--- src/sv/vts_pkg.sv ---
// ----------------------------------------------------------------------------
// Version tag scanner package
// Shared types and character constants for the version tag scanner.
// ----------------------------------------------------------------------------
`default_nettype none

package vts_pkg;

  localparam logic [7:0] CH_V    = 8'h76;
  localparam logic [7:0] CH_DOT  = 8'h2E;
  localparam logic [7:0] CH_ZERO = 8'h30;
  localparam logic [7:0] CH_NINE = 8'h39;

  // A part value after one more digit: at most 65535 * 10 + 9, so 20 bits.
  localparam int unsigned ACC_EXT_W = 20;

  localparam logic [ACC_EXT_W-1:0] MAJOR_MAX = ACC_EXT_W'(255);
  localparam logic [ACC_EXT_W-1:0] MINOR_MAX = ACC_EXT_W'(255);
  localparam logic [ACC_EXT_W-1:0] PATCH_MAX = ACC_EXT_W'(65535);

  typedef enum logic [2:0] {
    PH_IDLE  = 3'd0,
    PH_V     = 3'd1,
    PH_MAJOR = 3'd2,
    PH_DOT1  = 3'd3,
    PH_MINOR = 3'd4,
    PH_DOT2  = 3'd5,
    PH_PATCH = 3'd6
  } phase_t;

  typedef struct packed {
    phase_t      phase;
    logic [15:0] acc;
    logic [7:0]  major;
    logic [7:0]  minor;
    logic [31:0] best;
    logic        found;
  } scan_state_t;

  typedef struct packed {
    logic        found;
    logic [31:0] best;
  } scan_result_t;

  localparam scan_state_t SCAN_STATE_RESET = '{
    phase: PH_IDLE,
    acc:   16'd0,
    major: 8'd0,
    minor: 8'd0,
    best:  32'd0,
    found: 1'b0
  };

endpackage

`default_nettype wire

--- src/sv/vts_scan_step.sv ---
// ----------------------------------------------------------------------------
// Version tag scanner step
// Next scan state and end-of-image result for one image byte.
// ----------------------------------------------------------------------------
`default_nettype none

module vts_scan_step (
  input  vts_pkg::scan_state_t  state,
  input  logic [7:0]            byte_value,
  input  logic                  last_byte,
  output vts_pkg::scan_state_t  state_next,
  output vts_pkg::scan_result_t result
);
  import vts_pkg::*;

  logic                 is_digit;
  logic [3:0]           digit;
  logic [ACC_EXT_W-1:0] acc_ext;
  logic [ACC_EXT_W-1:0] acc_grown;
  logic [ACC_EXT_W-1:0] limit;
  logic                 commit;
  logic [31:0]          candidate;
  scan_state_t          n;

  assign is_digit  = (byte_value >= CH_ZERO) && (byte_value <= CH_NINE);
  assign digit     = is_digit ? 4'(byte_value - CH_ZERO) : 4'd0;
  assign acc_ext   = ACC_EXT_W'(state.acc);
  assign acc_grown = (acc_ext << 3) + (acc_ext << 1) + ACC_EXT_W'(digit);

  always_comb begin
    unique case (state.phase)
      PH_MAJOR: limit = MAJOR_MAX;
      PH_MINOR: limit = MINOR_MAX;
      default:  limit = PATCH_MAX;
    endcase
  end

  always_comb begin
    n         = state;
    n.phase   = PH_IDLE;
    commit    = 1'b0;
    candidate = 32'd0;

    unique case (state.phase)
      PH_V: begin
        if (is_digit) begin
          n.acc   = 16'(digit);
          n.phase = PH_MAJOR;
        end
      end
      PH_DOT1: begin
        if (is_digit) begin
          n.acc   = 16'(digit);
          n.phase = PH_MINOR;
        end
      end
      PH_DOT2: begin
        if (is_digit) begin
          n.acc   = 16'(digit);
          n.phase = PH_PATCH;
        end
      end
      PH_MAJOR, PH_MINOR, PH_PATCH: begin
        if (is_digit) begin
          // An overflowing digit drops the tag and is consumed.
          if (acc_grown <= limit) begin
            n.acc   = acc_grown[15:0];
            n.phase = state.phase;
          end
        end else if (state.phase == PH_PATCH) begin
          commit = 1'b1;
        end else if (byte_value == CH_DOT) begin
          if (state.phase == PH_MAJOR) begin
            n.major = state.acc[7:0];
            n.phase = PH_DOT1;
          end else begin
            n.minor = state.acc[7:0];
            n.phase = PH_DOT2;
          end
        end
      end
      default: begin
      end
    endcase

    if (!is_digit && byte_value == CH_V) begin
      n.phase = PH_V;
    end

    // A patch still running at the end of the image completes there.
    if (last_byte && n.phase == PH_PATCH) begin
      commit = 1'b1;
    end

    candidate = {n.major, n.minor, n.acc};
    if (commit && (!state.found || candidate > state.best)) begin
      n.best  = candidate;
      n.found = 1'b1;
    end

    result.found = n.found;
    result.best  = n.found ? n.best : 32'd0;

    state_next = last_byte ? SCAN_STATE_RESET : n;
  end

endmodule

`default_nettype wire

--- src/sv/version_tag_scanner_core.sv ---
// ----------------------------------------------------------------------------
// Version tag scanner core
// Streams image bytes and reports the largest vMAJOR.MINOR.PATCH tag.
// ----------------------------------------------------------------------------
//   Channel | Handshake            | Payload
//   --------+----------------------+---------------------------------------
//   in      | in_valid / in_ready  | byte_value[7:0], last_byte
//   out     | out_valid / out_ready| tag_found, best_version[31:0]
//
// One byte per cycle while in_ready is high: a byte is registered, then
// updates the scan state through one digit multiply-add and a 32-bit
// compare. The result of the last byte is held in the result register.
// in_ready drops only while a registered last byte waits for a full,
// stalled result register. Reset (rst, synchronous) empties both registers
// and clears the scan state.
// ----------------------------------------------------------------------------
`default_nettype none

module version_tag_scanner_core (
  input  logic        clk,
  input  logic        rst,
  input  logic        in_valid,
  output logic        in_ready,
  input  logic [7:0]  byte_value,
  input  logic        last_byte,
  output logic        out_valid,
  input  logic        out_ready,
  output logic        tag_found,
  output logic [31:0] best_version
);
  import vts_pkg::*;

  logic         stage_valid;
  logic [7:0]   stage_byte;
  logic         stage_last;
  logic         advance;
  scan_state_t  state;
  scan_state_t  state_next;
  scan_result_t result;

  assign advance  = stage_valid && (!stage_last || !out_valid || out_ready);
  assign in_ready = !stage_valid || advance;

  vts_scan_step u_step (
    .state      (state),
    .byte_value (stage_byte),
    .last_byte  (stage_last),
    .state_next (state_next),
    .result     (result)
  );

  always_ff @(posedge clk) begin
    if (rst) begin
      stage_valid <= 1'b0;
    end else if (in_ready) begin
      stage_valid <= in_valid;
    end
  end

  always_ff @(posedge clk) begin
    if (in_valid && in_ready) begin
      stage_byte <= byte_value;
      stage_last <= last_byte;
    end
  end

  always_ff @(posedge clk) begin
    if (rst) begin
      state <= SCAN_STATE_RESET;
    end else if (advance) begin
      state <= state_next;
    end
  end

  always_ff @(posedge clk) begin
    if (rst) begin
      out_valid <= 1'b0;
    end else if (advance && stage_last) begin
      out_valid <= 1'b1;
    end else if (out_ready) begin
      out_valid <= 1'b0;
    end
  end

  always_ff @(posedge clk) begin
    if (advance && stage_last) begin
      tag_found    <= result.found;
      best_version <= result.best;
    end
  end

  // The end of an image leaves the scanner in its reset state.
  a_clear_after_last: assert property (@(posedge clk) disable iff (rst)
    (advance && stage_last) |=> (state.phase == PH_IDLE && !state.found && state.best == 32'd0))
    else $error("scan state not cleared after last byte");

  // A report without a tag carries no version.
  a_no_tag_zero: assert property (@(posedge clk) disable iff (rst)
    (out_valid && !tag_found) |-> (best_version == 32'd0))
    else $error("version reported without a tag");

  // Input stalls only behind a last byte blocked by a pending result.
  a_stall_cause: assert property (@(posedge clk) disable iff (rst)
    !in_ready |-> (stage_valid && stage_last && out_valid && !out_ready))
    else $error("input stalled without cause");

  // The stored best never falls while a tag is held.
  a_best_monotonic: assert property (@(posedge clk) disable iff (rst)
    ($past(state.found) && state.found && !$past(rst)) |-> (state.best >= $past(state.best)))
    else $error("best version decreased");

  // The unused phase code is never reached.
  a_phase_legal: assert property (@(posedge clk) disable iff (rst)
    state.phase != 3'd7)
    else $error("illegal scan phase");

endmodule

`default_nettype wire
--- config.mk ---
export PLATFORM = sky130hd
export DESIGN_NAME = version_tag_scanner_core
export DESIGN_NICKNAME = d
export VERILOG_FILES = /design/src/sv/vts_pkg.sv /design/src/sv/vts_scan_step.sv /design/src/sv/version_tag_scanner_core.sv
export SDC_FILE = /design/constraint.sdc
export NUM_CORES = 1
export LEC_CHECK = 0
export BUFFER_PORTS_ARGS = -buffer_cell sky130_fd_sc_hd__buf_2
export CORE_ASPECT_RATIO = 0.75
export CORE_MARGIN = 4
export CORE_UTILIZATION = 65
export CTS_BUF_LIST = sky130_fd_sc_hd__clkbuf_8
export CTS_CLUSTER_DIAMETER = 120
export DETAILED_ROUTE_END_ITERATION = 10
export PLACE_DENSITY_LB_ADDON = 0.1
export SYNTH_ARGS = -nofsm -noshare
export SYNTH_HDL_FRONTEND = slang
export SYNTH_HIERARCHICAL = 1
export SYNTH_SLANG_ARGS = --single-unit
--- constraint.sdc ---
create_clock -name clk -period 11.05 [get_ports clk]
set_input_delay 0.5525 -clock clk [delete_from_list [all_inputs] [get_ports clk]]
set_output_delay 0.5525 -clock clk [all_outputs]
set_load 0.03 [all_outputs]
After elaboration in Yosys (flattened, before gate mapping):

Cells that the tools add are included.

* output and inout port bits: 35
* bits in read-only memories: 0
* memory bits (writable): 0
* memories: 0
* latch bits: 0
* bits in registers: 112
* logic and storage cells: 74
* bits of input ports: 13

* reductions and logical operators: 19
* shifts and indexed selects: 0
* eq/ne operators: 9
* $add $sub $neg: 3
* bitwise operators: 0
* magnitude comparators: 4
* divide/modulo/power cells: 0
* $mul: 0
* multiplexer cells: 27

Operator list (count)
* two-way mux 16 bit: 6
* one-hot mux 19 bit (4 select lines): 1
* two-way mux 68 bit: 1
* two-way mux 19 bit: 3
* two-way mux 33 bit: 1
* greater-than comparator 32 bit: 1
* adder 19 x 17 -> 20 bit: 1
* adder 20 x 4 -> 20 bit: 1
* <= comparator 20 bit: 1
* two-way mux 18 bit: 1
* two-way mux 8 bit: 2
* two-way mux 3 bit: 5
* == test 3 bit, second input constant: 4
* == test 8 x 6 -> 1 bit, second input constant: 1
* == test 8 x 7 -> 1 bit, second input constant: 1
* >= comparator 8 x 6 -> 1 bit, second input constant: 1
* <= comparator 8 x 6 -> 1 bit, second input constant: 1
* logical AND 1 bit: 7
* == test 3 x 2 -> 1 bit, second input constant: 2
* two-way mux 1 bit: 6
* logical NOT 1 bit: 5
* logical OR 1 bit: 4
* two-way mux 4 bit: 1
* subtractor 4 x 1 -> 4 bit, second input constant: 1
* 4 further kinds: 4

Longest topological paths before layout:

* depth after elaboration: 15
* gate-level depth with buffers: 38

Hierarchy:

Netlist, hierarchy kept.

Modules (own cells, without submodules)
* version_tag_scanner_core: times used 1, area an instance 4381.7 sq um, cells each 348
* vts_scan_step: times used 1, area an instance 4017.6 sq um, cells each 578

Worst setup path after synthesis:

Ideal clock, no wire load.

* kind: register -> register
* from: register stage_byte[6]
* to: register, netlist name state[16]
* buffers on the path: 3
* setup time: 72 ps
* path slack: 3498 ps
* arrival: 7481 ps
* period minus slack after synthesis: 7552 ps
* stages on the path, launching flop included: 39
* path through: edfxtp_1 and4bb_1 nand3_1 fa_1 inv_1 ha_1 a21oi_1 nor2_1 a311o_2 a31oi_1 and2_1 o21ai_0 xor2_1 ha_1 nand4_1 nor4_1 nand2_1 or4_4 (+3 left out) nor4_1 a311oi_2 inv_1 ha_1 o21ai_0 a21oi_1 o41ai_1 o31ai_1 nor3_1 nor3_1 and2_1 a21o_1 buf_4 buf_6 or3_1 o31ai_1 nand2b_1 mux2i_1

RTL lines
* start: declaration: line version_tag_scanner_core.sv:34 `logic [7:0] stage_byte;`
* start signal: assignment: line version_tag_scanner_core.sv:62 `stage_byte <= byte_value;`

==> impl_metrics.csv <==
group,metric,value,unit
logic_synthesis,syn-instance-count,926,
logic_synthesis,syn_area,8400,um2
sta,relSlewSlack,0.198,
logic_synthesis,synth_edf_count,42,
logic_synthesis,ys.warnings.count,6,
sta,finalSetupTns,0,ps
die,io_pins,48,
placement,port_buffers,47,
placement,dp.final_hpwl,14300,um
finish,final_util,0.706,
job,drv_cap,0,
clock_tree,cts_tree,"done",
finish,area_delta_synth_final,4.87,%
sta,fin_skew,16.8,ps
setup_path,crit_path_max_incr_delay,880,ps
finish,fill_cells,959,
die,core,12500,um2
clock_tree,clock_path_buffers,2,
logic_synthesis,ys.flop_type,"dfxtp_1",
sta,hold_viol,0,
sta,setup_viol,0,
setup_path,slowest_stage,"a21oi_2",
logic_synthesis,yosysSeqAreaShare,0.317,
finish,fin_nets,1022,
logic_synthesis,synth-async-reset-ratio,0,
global_routing,grt_pass1_wl,32400,um
pwr,p_total,731,uW
sta,rsz0062_at_grt,"false",
clock_tree,root_buffer,"clkbuf_8",
sta,clock.fmax,109,MHz
logic_synthesis,synth_fp_nets,1012,
global_routing,grt_max_degree,139,
die,fp.dieArea,14800,um2
run_status,outcome,"complete, no violations",
die,rows,35,
global_routing,overflow,0,
clock_tree,cts.sinks,112,
detailed_routing,via_count,6701,
setup_path,worstPathArrival,9540,ps
finish,layout_commonest_cell,"nand2b_1",
detailed_routing,routed_wl,19800,um
setup_path,required,11370,ps
placement,gp_congestion,0.956,
clock_tree,post_cts_buffers,0,
clock_tree,clock_latency,390,ps
setup_path,critPathKind,"reg -> reg",
pwr,p_leak,3.60,nW
clock_tree,cts_buffers,9,
detailed_routing,drtIter0Drc,669,
finish,diodes,0,
die,start_util,0.673,
hold_path,hp-class,"in -> reg",
hold_path,holdCritStartpoint,"byte_value[1]",
sta,post-route-min-period,9210,ps
die,fp.dieW,139,um
logic_synthesis,synth-seq-cells,112,
setup_path,timing.rr.start,"stage_byte[6]$_DFFE_PP_",
pwr,power_density,83.0,nW/um2
setup_path,path_max_fanout,24,
global_routing,first_global_vias,6315,
finish,register_area,2660,um2
clock_tree,clkTransAtPathRegs,120,ps
detailed_routing,wl_per_cell,17.9,um
sta,finalMaxSlewViolations,0,
detailed_routing,ant_nets,0,
clock_tree,cts_resized,0,
finish,finalInstanceArea,8810,um2
detailed_routing,drcViolationCount,0,
sta,hold_slack,330,ps
finish,most-common-layout-cells,"nand2b_1 (143), nor2_1 (93), mux2i_1 (89)",
logic_synthesis,avgSynthCellArea,9.07,um2
setup_path,crit_path_end_kind,"register",
global_routing,antenna_found_initial,0,
clock_tree,h-tree-depth,3,
clock_tree,hold_buffers,0,
sta,period_share,0.834,
finish,drive_above_1_share,0.128,
detailed_routing,firstDrtPassIters,6,
placement,dpl_cell_area,8610,um2
logic_synthesis,yosysUniqueCellTypes,68,
sta,tightest_slew,1200,ps
detailed_routing,viasPerCell,6.05,
global_routing,grt_usage,0.268,
die,fp.dieH,106,um
pwr,max-vdd-ir-drop,0.0614,mV
finish,multi_input_area,5260,um2
setup_path,worstSetupStartpointType,"register",
setup_path,startpoint,"stage_byte[6]$_DFFE_PP_",
==> flip-flops by register name, summed over array words and instances, names as in the netlist <==
| signal | count |
|---|---|
| stage_valid | 1 |
| tag_found | 1 |
| stage_byte | 8 |
| best_version | 32 |
| state | 68 |
| out_valid | 1 |
| stage_last | 1 |
==> worst paths after layout <==
check | to | slack, ps | cells past startpoint
max | state[9]$_SDFFE_PP0P_ | 1840 | 35
min reg2reg | state[37]$_SDFFE_PP0P_ | 480 | 2
min | stage_byte[1]$_DFFE_PP_ | 330 | 1
max reg2reg | state[9]$_SDFFE_PP0P_ | 1840 | 35
==> where the power goes <==
group | switching [mW] | internal (mW) | total [mW]
combinational | 0.0246 | 0.0174 | 0.0420
sequential | 0.00199 | 0.430 | 0.432
clock | 0.150 | 0.108 | 0.258
total | 0.177 | 0.555 | 0.731
==> per-stage QoR <==
| step | std cells | setup WS, ps |
|---|---|---|
| 3_3_place_gp | 1091 | 2340 |
| 2_1_floorplan | 926 | 3500 |
| 3_5_place_dp | 1091 | 2030 |
| 5_1_grt | 1107 | 1240 |
| 6_report | 1107 | 1840 |
| 4_1_cts | 1107 | 1990 |
==> synthesized netlist by cell type (17+ instances only) <==
| master | number | area share |
|---|---|---|
| nand2b_1 | 143 | 0.11 |
| nor2_1 | 93 | 0.042 |
| mux2i_1 | 89 | 0.11 |
| ha_1 | 71 | 0.11 |
| dfxtp_1 | 70 | 0.17 |
| inv_1 | 50 | 0.022 |
| edfxtp_1 | 42 | 0.15 |
| nand2_1 | 40 | 0.018 |
| clkbuf_1 | 34 | 0.015 |
| nor2b_1 | 29 | 0.022 |
| a21oi_1 | 28 | 0.017 |
| o21ai_0 | 26 | 0.015 |
| mux2_2 | 18 | 0.024 |
| nand3_1 | 17 | 0.010 |
==> cells by family after synthesis <==
group           synth area share
compound gates             0.120
xor+xnor                  0.0136
fa+ha+maj                  0.111
buf+inv                   0.0575
flops                      0.317
mux                        0.137
simple gates               0.245
==> cell type report <==
type                            count  area share
Tap cell                          166      0.0236
Multi-Input combinational cell    709       0.597
Inverter                           50      0.0213
Sequential cell                   112       0.302
Timing Repair Buffer               54      0.0327
Clock inverter                      7     0.00881
Clock buffer                        9      0.0141
==> per-layer routing <==
metal	global-route usage	vias up	wire, um
li1	-	3241	-
met1	0.389	3197	9580
met2	0.418	236	8680
met3	0.0427	27	1230
met4	0.0684	0	323
met5	0	-	0
==> worst max-delay path, delay by kind of cell (launching register included) <==
kind | cells | cell delay (ps)
AO/OA/AOI/OAI | 13 | 4210
AND/OR/NAND/NOR | 14 | 2610
adder cells (fa/ha/maj) | 4 | 1440
flip-flops | 1 | 420
XOR/XNOR | 1 | 180
buffers and inverters | 2 | 170
multiplexers | 1 | 120
Note: power is estimated with default switching activity, not from simulation.
